[config.mk]
export PLATFORM = sky130hd
export DESIGN_NAME = ranked_sequence_store_top
export DESIGN_NICKNAME = d
export VERILOG_FILES = /design/src/design/rss_pkg.sv /design/src/design/rss_cell.sv /design/src/design/ranked_sequence_store_top.sv
export SDC_FILE = /design/constraint.sdc
export NUM_CORES = 2
export LEC_CHECK = 0
export BUFFER_PORTS_ARGS = -buffer_cell sky130_fd_sc_hd__buf_2
export CAP_MARGIN = 15
export CORE_AREA = 2 2 260 262
export DETAILED_ROUTE_END_ITERATION = 16
export DIE_AREA = 0 0 262 264
export PLACE_DENSITY = 0.71
export SETUP_SLACK_MARGIN = 0.4
export SYNTH_ARGS = -nofsm -noshare
export SYNTH_HDL_FRONTEND = slang
export SYNTH_SLANG_ARGS = --single-unit
[constraint.sdc]
create_clock -name clk -period 12.67 [get_ports clk]
set_clock_uncertainty 0.1 [all_clocks]
set_input_delay 0.6335 -clock clk [delete_from_list [all_inputs] [get_ports clk]]
set_output_delay 0.6335 -clock clk [all_outputs]
set_load 0.05 [all_outputs]
[src/design/rss_pkg.sv]
// ----------------------------------------------------------------------------
// rss_pkg: shared types and constants for the ranked sequence store
// Item structs, command and status codes, and the control word that the
// store broadcasts to every cell of the chain.
// ----------------------------------------------------------------------------
package rss_pkg;

  localparam int CAPACITY = 64;
  localparam int IDX_W    = $clog2(CAPACITY);
  localparam int CNT_W    = $clog2(CAPACITY + 1);

  typedef enum logic [1:0] {
    CMD_ADD    = 2'd0,
    CMD_DELETE = 2'd1,
    CMD_GET    = 2'd2,
    CMD_PRINT  = 2'd3
  } cmd_t;

  typedef enum logic [1:0] {
    STS_OK      = 2'd0,
    STS_BAD_POS = 2'd1,
    STS_FULL    = 2'd2,
    STS_EMPTY   = 2'd3
  } status_t;

  typedef struct packed {
    cmd_t       cmd;
    logic [7:0] position;
    logic [7:0] element;
  } in_item_t;

  typedef struct packed {
    status_t    status;
    logic [7:0] data;
    logic       last;
  } out_item_t;

  typedef enum logic [1:0] {
    OP_HOLD = 2'd0,
    OP_INS  = 2'd1,
    OP_DEL  = 2'd2,
    OP_ROT  = 2'd3
  } cell_op_t;

  // Broadcast to all cells: operation, zero-based rank, live element count,
  // element to insert.
  typedef struct packed {
    cell_op_t         op;
    logic [IDX_W-1:0] rank;
    logic [CNT_W-1:0] cnt;
    logic [7:0]       elem;
  } cell_ctl_t;

endpackage

[src/design/rss_cell.sv]
// ----------------------------------------------------------------------------
// rss_cell: one storage cell of the ranked sequence chain
// Holds one byte and, per the broadcast control word, keeps it or takes the
// element or left neighbor (insert), right neighbor (delete, rotate) or head.
// ----------------------------------------------------------------------------
module rss_cell (
  input  logic                    clk,
  input  logic [rss_pkg::IDX_W-1:0] idx,
  input  rss_pkg::cell_ctl_t      ctl,
  input  logic [7:0]              left_val,
  input  logic [7:0]              right_val,
  input  logic [7:0]              head_val,
  output logic [7:0]              val
);

  logic [7:0]              val_r;
  logic [7:0]              val_nxt;
  logic [rss_pkg::CNT_W-1:0] pos1;

  assign pos1 = rss_pkg::CNT_W'(idx) + rss_pkg::CNT_W'(1);

  always_comb begin
    val_nxt = val_r;
    unique case (ctl.op)
      rss_pkg::OP_HOLD: val_nxt = val_r;
      rss_pkg::OP_INS: begin
        if (idx == ctl.rank) val_nxt = ctl.elem;
        else if (idx > ctl.rank) val_nxt = left_val;
      end
      rss_pkg::OP_DEL: begin
        if (idx >= ctl.rank) val_nxt = right_val;
      end
      rss_pkg::OP_ROT: begin
        // last live cell wraps around to the head
        if (pos1 == ctl.cnt) val_nxt = head_val;
        else if (pos1 < ctl.cnt) val_nxt = right_val;
      end
      default: val_nxt = val_r;
    endcase
  end

  always_ff @(posedge clk) begin
    val_r <= val_nxt;
  end

  assign val = val_r;

endmodule

[src/design/ranked_sequence_store_top.sv]
// ----------------------------------------------------------------------------
// ranked_sequence_store_top: ordered byte sequence addressed by rank
// Elements live in a chain of cells in rank order. Insert and delete shift
// the chain; get and print rotate the whole live chain once.
//
//   channel  ports                         direction  payload
//   in       in_valid in_ready in_item     input      in_item_t
//   out      out_valid out_ready out_item  output     out_item_t
//
// Get and print are accepted, then the chain rotates one cell per cycle
// while the output is not stalled and results are read at the head cell,
// so the chain is back in order at the end.
// No new item is taken during a rotation or while a result waits in the
// output register; a stalled output pauses the rotation.
// Reset empties the store (count to zero); cell contents are not cleared.
// ----------------------------------------------------------------------------
module ranked_sequence_store_top (
  input  logic                clk,
  input  logic                rst_n,
  input  logic                in_valid,
  output logic                in_ready,
  input  rss_pkg::in_item_t   in_item,
  output logic                out_valid,
  input  logic                out_ready,
  output rss_pkg::out_item_t  out_item
);

  typedef enum logic [1:0] {
    ST_IDLE = 2'b01,
    ST_SCAN = 2'b10
  } fsm_t;

  fsm_t                       state_r, state_nxt;
  logic [rss_pkg::CNT_W-1:0]  cnt_r, cnt_nxt;
  logic [rss_pkg::IDX_W-1:0]  scan_idx_r, scan_idx_nxt;
  logic [rss_pkg::IDX_W-1:0]  scan_rank_r, scan_rank_nxt;
  logic                       scan_print_r, scan_print_nxt;
  logic                       out_valid_r, out_valid_nxt;
  rss_pkg::out_item_t         out_item_r, out_item_nxt;

  rss_pkg::cell_ctl_t         ctl;
  logic [7:0]                 cell_val [rss_pkg::CAPACITY];

  logic                       out_free;
  logic                       in_fire;
  logic [8:0]                 pos9;
  logic [8:0]                 cnt9;
  logic                       pos_zero;
  logic                       bad_add;
  logic                       bad_rank;
  logic                       full;
  logic [7:0]                 pos_m1;
  logic [rss_pkg::CNT_W-1:0]  scan_pos1;
  logic                       scan_end;

  assign out_free  = !out_valid_r || out_ready;
  assign in_ready  = (state_r == ST_IDLE) && out_free;
  assign in_fire   = in_valid && in_ready;

  assign pos9      = {1'b0, in_item.position};
  assign cnt9      = 9'(cnt_r);
  assign pos_zero  = (in_item.position == 8'd0);
  assign bad_add   = pos_zero || (pos9 > cnt9 + 9'd1);
  assign bad_rank  = pos_zero || (pos9 > cnt9);
  assign full      = (cnt_r == rss_pkg::CNT_W'(rss_pkg::CAPACITY));
  assign pos_m1    = in_item.position - 8'd1;
  assign scan_pos1 = rss_pkg::CNT_W'(scan_idx_r) + rss_pkg::CNT_W'(1);
  assign scan_end  = (scan_pos1 == cnt_r);

  always_comb begin
    state_nxt      = state_r;
    cnt_nxt        = cnt_r;
    scan_idx_nxt   = scan_idx_r;
    scan_rank_nxt  = scan_rank_r;
    scan_print_nxt = scan_print_r;
    out_valid_nxt  = out_valid_r && !out_ready;
    out_item_nxt   = out_item_r;
    ctl.op         = rss_pkg::OP_HOLD;
    ctl.rank       = pos_m1[rss_pkg::IDX_W-1:0];
    ctl.cnt        = cnt_r;
    ctl.elem       = in_item.element;

    unique case (state_r)
      ST_IDLE: begin
        if (in_fire) begin
          unique case (in_item.cmd)
            rss_pkg::CMD_ADD: begin
              if (bad_add || full) begin
                out_valid_nxt       = 1'b1;
                out_item_nxt.status = bad_add ? rss_pkg::STS_BAD_POS : rss_pkg::STS_FULL;
                out_item_nxt.data   = 8'd0;
                out_item_nxt.last   = 1'b1;
              end else begin
                ctl.op  = rss_pkg::OP_INS;
                cnt_nxt = cnt_r + rss_pkg::CNT_W'(1);
              end
            end
            rss_pkg::CMD_DELETE: begin
              if (bad_rank) begin
                out_valid_nxt       = 1'b1;
                out_item_nxt.status = rss_pkg::STS_BAD_POS;
                out_item_nxt.data   = 8'd0;
                out_item_nxt.last   = 1'b1;
              end else begin
                ctl.op  = rss_pkg::OP_DEL;
                cnt_nxt = cnt_r - rss_pkg::CNT_W'(1);
              end
            end
            rss_pkg::CMD_GET: begin
              if (bad_rank) begin
                out_valid_nxt       = 1'b1;
                out_item_nxt.status = rss_pkg::STS_BAD_POS;
                out_item_nxt.data   = 8'd0;
                out_item_nxt.last   = 1'b1;
              end else begin
                state_nxt      = ST_SCAN;
                scan_idx_nxt   = '0;
                scan_rank_nxt  = pos_m1[rss_pkg::IDX_W-1:0];
                scan_print_nxt = 1'b0;
              end
            end
            rss_pkg::CMD_PRINT: begin
              if (cnt_r == '0) begin
                out_valid_nxt       = 1'b1;
                out_item_nxt.status = rss_pkg::STS_EMPTY;
                out_item_nxt.data   = 8'd0;
                out_item_nxt.last   = 1'b1;
              end else begin
                state_nxt      = ST_SCAN;
                scan_idx_nxt   = '0;
                scan_print_nxt = 1'b1;
              end
            end
            default: ;
          endcase
        end
      end
      ST_SCAN: begin
        // advance the rotation only when the output register can take a result
        if (out_free) begin
          ctl.op = rss_pkg::OP_ROT;
          if (scan_print_r || (scan_idx_r == scan_rank_r)) begin
            out_valid_nxt       = 1'b1;
            out_item_nxt.status = rss_pkg::STS_OK;
            out_item_nxt.data   = cell_val[0];
            out_item_nxt.last   = scan_print_r ? scan_end : 1'b1;
          end
          if (scan_end) begin
            state_nxt = ST_IDLE;
          end else begin
            scan_idx_nxt = scan_idx_r + rss_pkg::IDX_W'(1);
          end
        end
      end
      default: state_nxt = ST_IDLE;
    endcase
  end

  always_ff @(posedge clk) begin
    if (!rst_n) begin
      state_r     <= ST_IDLE;
      cnt_r       <= '0;
      out_valid_r <= 1'b0;
    end else begin
      state_r     <= state_nxt;
      cnt_r       <= cnt_nxt;
      out_valid_r <= out_valid_nxt;
    end
  end

  always_ff @(posedge clk) begin
    scan_idx_r   <= scan_idx_nxt;
    scan_rank_r  <= scan_rank_nxt;
    scan_print_r <= scan_print_nxt;
    out_item_r   <= out_item_nxt;
  end

  for (genvar i = 0; i < rss_pkg::CAPACITY; i++) begin : g_cell
    logic [7:0] left_v;
    logic [7:0] right_v;
    if (i == 0) begin : g_first
      assign left_v = 8'd0;
    end else begin : g_left
      assign left_v = cell_val[i-1];
    end
    if (i == rss_pkg::CAPACITY - 1) begin : g_end
      assign right_v = 8'd0;
    end else begin : g_right
      assign right_v = cell_val[i+1];
    end
    rss_cell u_cell (
      .clk       (clk),
      .idx       (rss_pkg::IDX_W'(i)),
      .ctl       (ctl),
      .left_val  (left_v),
      .right_val (right_v),
      .head_val  (cell_val[0]),
      .val       (cell_val[i])
    );
  end

  assign out_valid = out_valid_r;
  assign out_item  = out_item_r;

`ifndef NO_ASSERTIONS
  a_cnt_bound: assert property (@(posedge clk) disable iff (!rst_n)
    cnt_r <= rss_pkg::CNT_W'(rss_pkg::CAPACITY))
    else $error("element count above capacity");

  a_scan_in_range: assert property (@(posedge clk) disable iff (!rst_n)
    (state_r == ST_SCAN) |-> (rss_pkg::CNT_W'(scan_idx_r) < cnt_r))
    else $error("scan index beyond live elements");

  a_cnt_stable: assert property (@(posedge clk) disable iff (!rst_n)
    !in_fire |=> $stable(cnt_r))
    else $error("count changed without an accepted item");

  a_no_take_in_scan: assert property (@(posedge clk) disable iff (!rst_n)
    (state_r == ST_SCAN) |-> !in_ready)
    else $error("input taken during rotation");
`endif

endmodule
# Word-level counts from Yosys, hierarchy flattened
# Index checks and enable logic that the tools add are counted.
[totals]
reg_bits = 546
output_inout_bits = 13
input_bits = 22
elab_cells = 1138
[classes]
n_eq_ne = 346
n_bitwise = 2
n_lt_le_gt_ge = 194
mux = 428
reduce_logical = 89
addsub = 6
[op_table]
columns = ["operator", "count"]
rows = [
  ["$mux W8", 320],
  ["$pmux W8 S3", 64],
  ["$ne A3 B1 Y1 const B", 128],
  ["$reduce_and A4 Y1", 64],
  ["$eq A6 B7 Y1 const A", 32],
  ["$lt A6 B7 Y1 const A", 32],
  ["$eq A6 B6 Y1 const A", 32],
  ["$ge A6 B6 Y1 const A", 32],
  ["$gt A6 B6 Y1 const A", 32],
  ["$ne A2 B1 Y1 const B", 65],
  ["$eq A5 B7 Y1 const A", 16],
  ["$lt A5 B7 Y1 const A", 16],
  ["$eq A5 B6 Y1 const A", 16],
  ["$ge A5 B6 Y1 const A", 16],
  ["$gt A5 B6 Y1 const A", 16],
  ["$mux W11", 6],
  ["$eq A4 B7 Y1 const A", 8],
  ["$lt A4 B7 Y1 const A", 8],
  ["$eq A4 B6 Y1 const A", 8],
  ["$ge A4 B6 Y1 const A", 8],
  ["$gt A4 B6 Y1 const A", 8],
  ["$pmux W11 S3", 1],
  ["$mux W6", 5],
  ["$eq A3 B7 Y1 const A", 4],
  ["53 further kinds", 128],
]

# Depth between registers and ports, before layout
[logic_depth]
depth_word = 11
ltp_mapped = 17
mapped_depth_nobuf = 13

# Cells and area by module
# From an unflattened synthesis, not the netlist that was laid out.
[hier_totals]
hier_cells = 7072
area_unflattened_um2 = 61547.8
[modules_own_cells]
columns = ["mod", "n_inst", "cells_each", "area_each_um2", "seq_area_each_um2"]
rows = [
  ["rss_cell (g_cell[0].u_cell ...)", 62, 106, 918.4, 240.2],
  ["ranked_sequence_store_top", 1, 290, 2773.9, 920.9],
  ["rss_cell (g_cell[63].u_cell ...)", 2, 105, 917.1, 240.2],
]

# Least setup slack after synthesis
# OpenSTA, ideal clock, no wires.
[synth_timing]
path_type = "flip-flop to flip-flop"
from = "reg cnt_r[2] (netlist bit)"
to = "reg g_cell[1].u_cell.val_r[0], enable pin"
period_less_slack_ns = 4.787
setup_time_ns = 0.386
arrival_time_ns = 4.300
stages_incl_launch_ff = 17
required_time_ns = 12.184
path_slack_ns = 7.883
n_path_buf = 3
cell_sequence = "dfxtp_1 > inv_1 > nor3_1 > nand2_1 > nor2_1 > nand2_1 > ha_1 > nand4_1 > nor2_1 > a21oi_1 > or2_2 > buf_2 > o21ai_0 > clkbuf_1 > clkbuf_1 > a21oi_1 > a211oi_1"
[synth_between]
elab_chain_len = 11
elab_cells_between_ends = 23
cone_classes = "add/sub: 1; order compare: 3; eq/ne: 8; mux: 5; bitwise: 1; reduce/logical: 5"
[synth_lines]
columns = ["element", "line", "source"]
rows = [
  ["from (decl)", "ranked_sequence_store_top.sv:34", "logic [rss_pkg::CNT_W-1:0] cnt_r, cnt_nxt;"],
  ["from (signal assigned)", "ranked_sequence_store_top.sv:166", "cnt_r <= cnt_nxt;"],
  ["$add A7 B1 Y8", "ranked_sequence_store_top.sv:63", "assign bad_add = pos_zero || (pos9 > cnt9 + 9'd1);"],
  ["$gt A8 B8 Y1", "ranked_sequence_store_top.sv:63", ""],
  ["$logic_or A1 B1 Y1", "ranked_sequence_store_top.sv:63", ""],
  ["$logic_or A1 B1 Y1", "ranked_sequence_store_top.sv:88", "if (bad_add || full) begin"],
  ["$mux W1", "ranked_sequence_store_top.sv:88", ""],
  ["$pmux W2 S2", "ranked_sequence_store_top.sv:86", "unique case (in_item.cmd)"],
  ["$mux W2", "ranked_sequence_store_top.sv:85", "if (in_fire) begin"],
  ["$pmux W2 S2", "ranked_sequence_store_top.sv:83", "unique case (state_r)"],
  ["$eq A2 B2 Y1, or another cell as far along", "rss_cell.sv:24", "unique case (ctl.op)"],
  ["$ne A3 B1 Y1 (no line), or another cell as far along", "--", ""],
  ["$reduce_and A4 Y1 (no line) (*)", "--", ""],
  ["to (signal assigned)", "rss_cell.sv:43", "val_r <= val_nxt;"],
  ["to (decl)", "rss_cell.sv:16", "logic [7:0] val_r;"],
]
# Mark *: on every way between the ends. The rest lies on a longest branch, timed or not.
# A chain may end at the register's enable or synchronous reset.

# Worst setup path after layout
[layout_timing]
from = "reg cnt_r[2] (netlist bit)"
to = "reg g_cell[3].u_cell.val_r[7], enable pin"
[layout_between]
elab_chain_len = 11
elab_cells_between_ends = 23
cone_classes = "add/sub: 1; order compare: 3; eq/ne: 8; mux: 5; bitwise: 1; reduce/logical: 5"
[layout_lines]
columns = ["element", "line"]
rows = [
  ["$add A7 B1 Y8", "ranked_sequence_store_top.sv:63"],
  ["$gt A8 B8 Y1", "ranked_sequence_store_top.sv:63"],
  ["$logic_or A1 B1 Y1", "ranked_sequence_store_top.sv:63"],
  ["$logic_or A1 B1 Y1", "ranked_sequence_store_top.sv:88"],
  ["$mux W1", "ranked_sequence_store_top.sv:88"],
  ["$pmux W2 S2", "ranked_sequence_store_top.sv:86"],
  ["$mux W2", "ranked_sequence_store_top.sv:85"],
  ["$pmux W2 S2", "ranked_sequence_store_top.sv:83"],
  ["$eq A2 B2 Y1, or another cell as far along", "rss_cell.sv:24"],
  ["$ne A3 B1 Y1 (no line), or another cell as far along", "--"],
  ["$reduce_and A4 Y1 (no line) (*)", "--"],
  ["to (signal assigned)", "rss_cell.sv:43"],
  ["to (decl)", "rss_cell.sv:16"],
]
# Marked as above.

==> summary.md <==
| Metric | Value |
|---|---|
| Status | `finished clean` |
| Global-route wire length before repair | `222,200 um` |
| Final Cycle Share | `0.5253` |
| Hpwl dp | `100,600 um` |
| Multi-input logic area | `17,990 sq um` |
| Largest net degree at the start of global routing | `183` |
| Worst hold path type | `input port to flop` |
| Grt ovf | `0` |
| Leakage power | `12.65 nW` |
| Post-synth EDFFs | `536` |
| GPL Wtd Cong | `1.099` |
| Die width | `262 um` |
| Sequential cell area | `16,300 sq um` |
| I/O Pins | `35` |
| DRT iter0 DRCs | `6,743` |
| CTS tree | `built` |
| Measured slew at the worst slew-check pin | `1.307 ns` |
| Critical Path Start Type | `flop` |
| Reg power frac | `0.469` |
| Net Count, Synth | `3,799` |
| Worst-Skew Late Latency | `0.67 ns` |
| Max VDD drop | `0.1138 mV` |
| Root Buffer | `clkbuf_16` |
| Final Critical Period | `6.655 ns` |
| Maxcap violations | `0` |
| Synth cell types | `83` |
| P&R area growth vs syn | `7.462%` |
| Hold path depth | `3` |
| Post-synth ARST share | `0` |
| Final wirelength | `154,100 um` |
| Commonest register cell after synthesis | `edfxtp_1` |
| Crit Path Max Fanout | `54` |
| Switch share | `0.2818` |
| Post-DP Area | `36,770 sq um` |
| CP endpoint | `g_cell[3].u_cell.val[7]` |
| Clock share of power | `0.404` |
| Post-Syn Area per Cell | `9.649 sq um` |
| Max Fclk | `150.3 MHz` |
| Sw Pwr | `0.001236 W` |
| Commonest cells post-synth | `edfxtp_1, nor4_1, a221oi_1, nor2_1, clkbuf_1` |
| Clock Path Buffers | `3` |
| Avg Vias per Cell | `7.893` |
| Initial core utilization | `0.5429` |
| Crit path DAT | `6.81 ns` |
| FF-to-FF path depth | `17` |
| FF+latch count, synth | `546` |
| CP Class | `flop to flop` |
| Total CTS buffers | `60` |
| Final setup fails | `0` |
| Most common cell in the synthesized netlist | `edfxtp_1` |
| Dpl ws | `6.227 ns` |
| Sequential-to-total area share from yosys stat | `0.4510` |
| Worst setup startpoint | `cnt_r[2]` |
| RR Startpoint | `cnt_r[2]` |
| Slew headroom | `0.1289` |
| Resized Gates After CTS | `0` |
| Top cell type's share of synthesized area | `0.4454` |
| Nets | `3,601` |
| Initial antenna violation count | `5` |
| Vias in the first global route | `32,260` |
| Router iterations before antenna repair | `7` |
| Reg-to-reg endpoint | `g_cell[3].u_cell.val[7]` |
| Internal power | `0.003150 W` |
| Post-CTS setup buffers | `0` |
| Area contributors post-synth | `edfxtp_1, a221oi_1, mux2i_1` |
| Fillers | `5,773` |
| WL/cell | `34.44 um` |
| Final instance area | `38,830 sq um` |
| Die height | `264 um` |
| Pins Over Slew Limit | `0` |
| Die ar. | `69,170 sq um` |
| Final hold viol count | `0` |
| RSZ-0062 raised after global routing | `no` |
| IO buf count | `34` |
| Internal reg-to-reg setup slack | `6.02 ns` |
| Cell area after synthesis | `36,140 sq um` |
| Clk sinks | `546` |
| Worst-path clk slew | `0.06 ns` |
| FP Rows | `95` |
| Setup ws final | `6.015 ns` |
| Post-CTS Hold Buffers | `0` |
| H-tree levels | `2` |
| CORE AREA | `66,560 sq um` |
| Layout cells sized above 1 | `0.1017` |
| All-Layer GR Usage | `0.4353` |
| Setup_tns | `0 ns` |
| Final ANT Viol Nets | `0` |
| Synth Instances | `3,745` |
| Pwr Density | `112.9 nW/um^2` |
| Routed vias | `35,320` |
| Ys Warns | `0` |
| Largest area contributor in the netlist | `edfxtp_1` |
| Tot Pwr | `0.004386 W` |
| Post-route DRC | `0` |
| Worst Setup End Kind | `flop` |
| Critical path required time | `12.83 ns` |
| Gate power share | `0.128` |
worst max-delay path, cell delays in order (launching register included):
cell	delay, ns
dfxtp_1	0.31
buf_4	0.29
inv_1	0.33
nor3_1	0.35
nand2_1	0.16
nor2_1	0.24
nand2_1	0.10
ha_1	0.35
nand4_1	0.15
nor2_1	0.21
a21oi_1	0.19
or2_2	0.36
buf_4	0.29
o21ai_4	0.61
buf_4	0.74
nand2_1	0.10
buf_4	0.29
a221oi_1	1.04
per-layer routing:
| layer | GRT usage | share of wire | up-vias |
|---|---|---|---|
| met5 | 0 | 0.00015 | - |
| met4 | 0.2213 | 0.062 | 4 |
| li1 | - | - | 14610 |
| met3 | 0.1518 | 0.16 | 566 |
| met1 | 0.6229 | 0.38 | 16810 |
| met2 | 0.5772 | 0.39 | 3331 |
stage by stage:
step / cells / utilization / hold WS [ns]
2_1_floorplan: 3745 / - / 0.3662
3_3_place_gp: 4335 / 0.5520 / 0.4271
3_5_place_dp: 4338 / 0.5524 / 0.4316
4_1_cts: 4451 / 0.5812 / 0.2000
5_1_grt: 4471 / 0.5832 / 0.2279
6_report: 4475 / 0.5834 / 0.2230
area by class of cell:
| class | instances | area share |
|---|---|---|
| repair buffers | 193 | 0.03573 |
| inverters | 38 | 0.003673 |
| flip-flops and latches | 546 | 0.4196 |
| diodes | 4 | 0.0002578 |
| multi-input cells | 2708 | 0.4632 |
| clock buffers | 69 | 0.03953 |
| well taps | 873 | 0.02813 |
| clock inverters | 44 | 0.009860 |
logic make-up after synthesis:
kind of cell / count (synthesis) / synth area share
mux: 301 / 0.08365
fa+ha+maj: 32 / 0.01108
buf+inv: 491 / 0.05550
xor+xnor: 27 / 0.007340
flops: 546 / 0.4510
simple gates: 1228 / 0.1718
compound gates: 1120 / 0.2197
how the worst min path moves through the flow:
stage                       startpoint                 endpoint  slack, ns
6_report                         rst_n                 cnt_r[5]       0.22
3_5_place_dp   g_cell[1].u_cell.val[0]  g_cell[0].u_cell.val[0]       0.43
3_3_place_gp                state_r[1]               state_r[1]       0.43
4_1_cts                          rst_n                 cnt_r[6]       0.20
2_1_floorplan               state_r[1]               state_r[1]       0.37
5_1_grt                          rst_n                 cnt_r[5]       0.23
registers in the layout, indices dropped and copies added (netlist names):
register / count
scan_print_r: 1
out_item: 11
scan_idx_r: 6
g_cell.u_cell.val: 512
out_valid: 1
state_r: 2
scan_rank_r: 6
cnt_r: 7
placed cells by master (no fill, tap or decap), types with 15 or more instances in the layout:
master,count
edfxtp_1,536
nor4_1,343
a221oi_1,342
nor2_1,321
mux2i_1,293
a21oi_1,269
nand2_1,245
buf_4,147
nand3_1,100
a31oi_1,100
a211oi_1,92
a22oi_1,81
o21ai_0,72
clkbuf_16,60
nor3_1,55
buf_2,41
inv_1,33
ha_1,31
and3_1,24
and2_1,24
nor2b_1,22
o21ai_1,22
clkinv_2,18
o22ai_1,17
a221o_1,17
xnor2_1,16
clkinv_1,15
nor2_2,15
power groups by stage:
stage	combinational (W)	sequential, W	clock [W]
final	0.000560	0.00205	0.00177
after global routing	0.000574	0.00206	0.00183
after CTS	0.000527	0.00205	0.00177
after detailed placement	0.000525	0.00209	0
after global placement	0.000516	0.00209	0
after floorplan	0.000324	0.00210	0
Power figures use the tool's default switching activity.
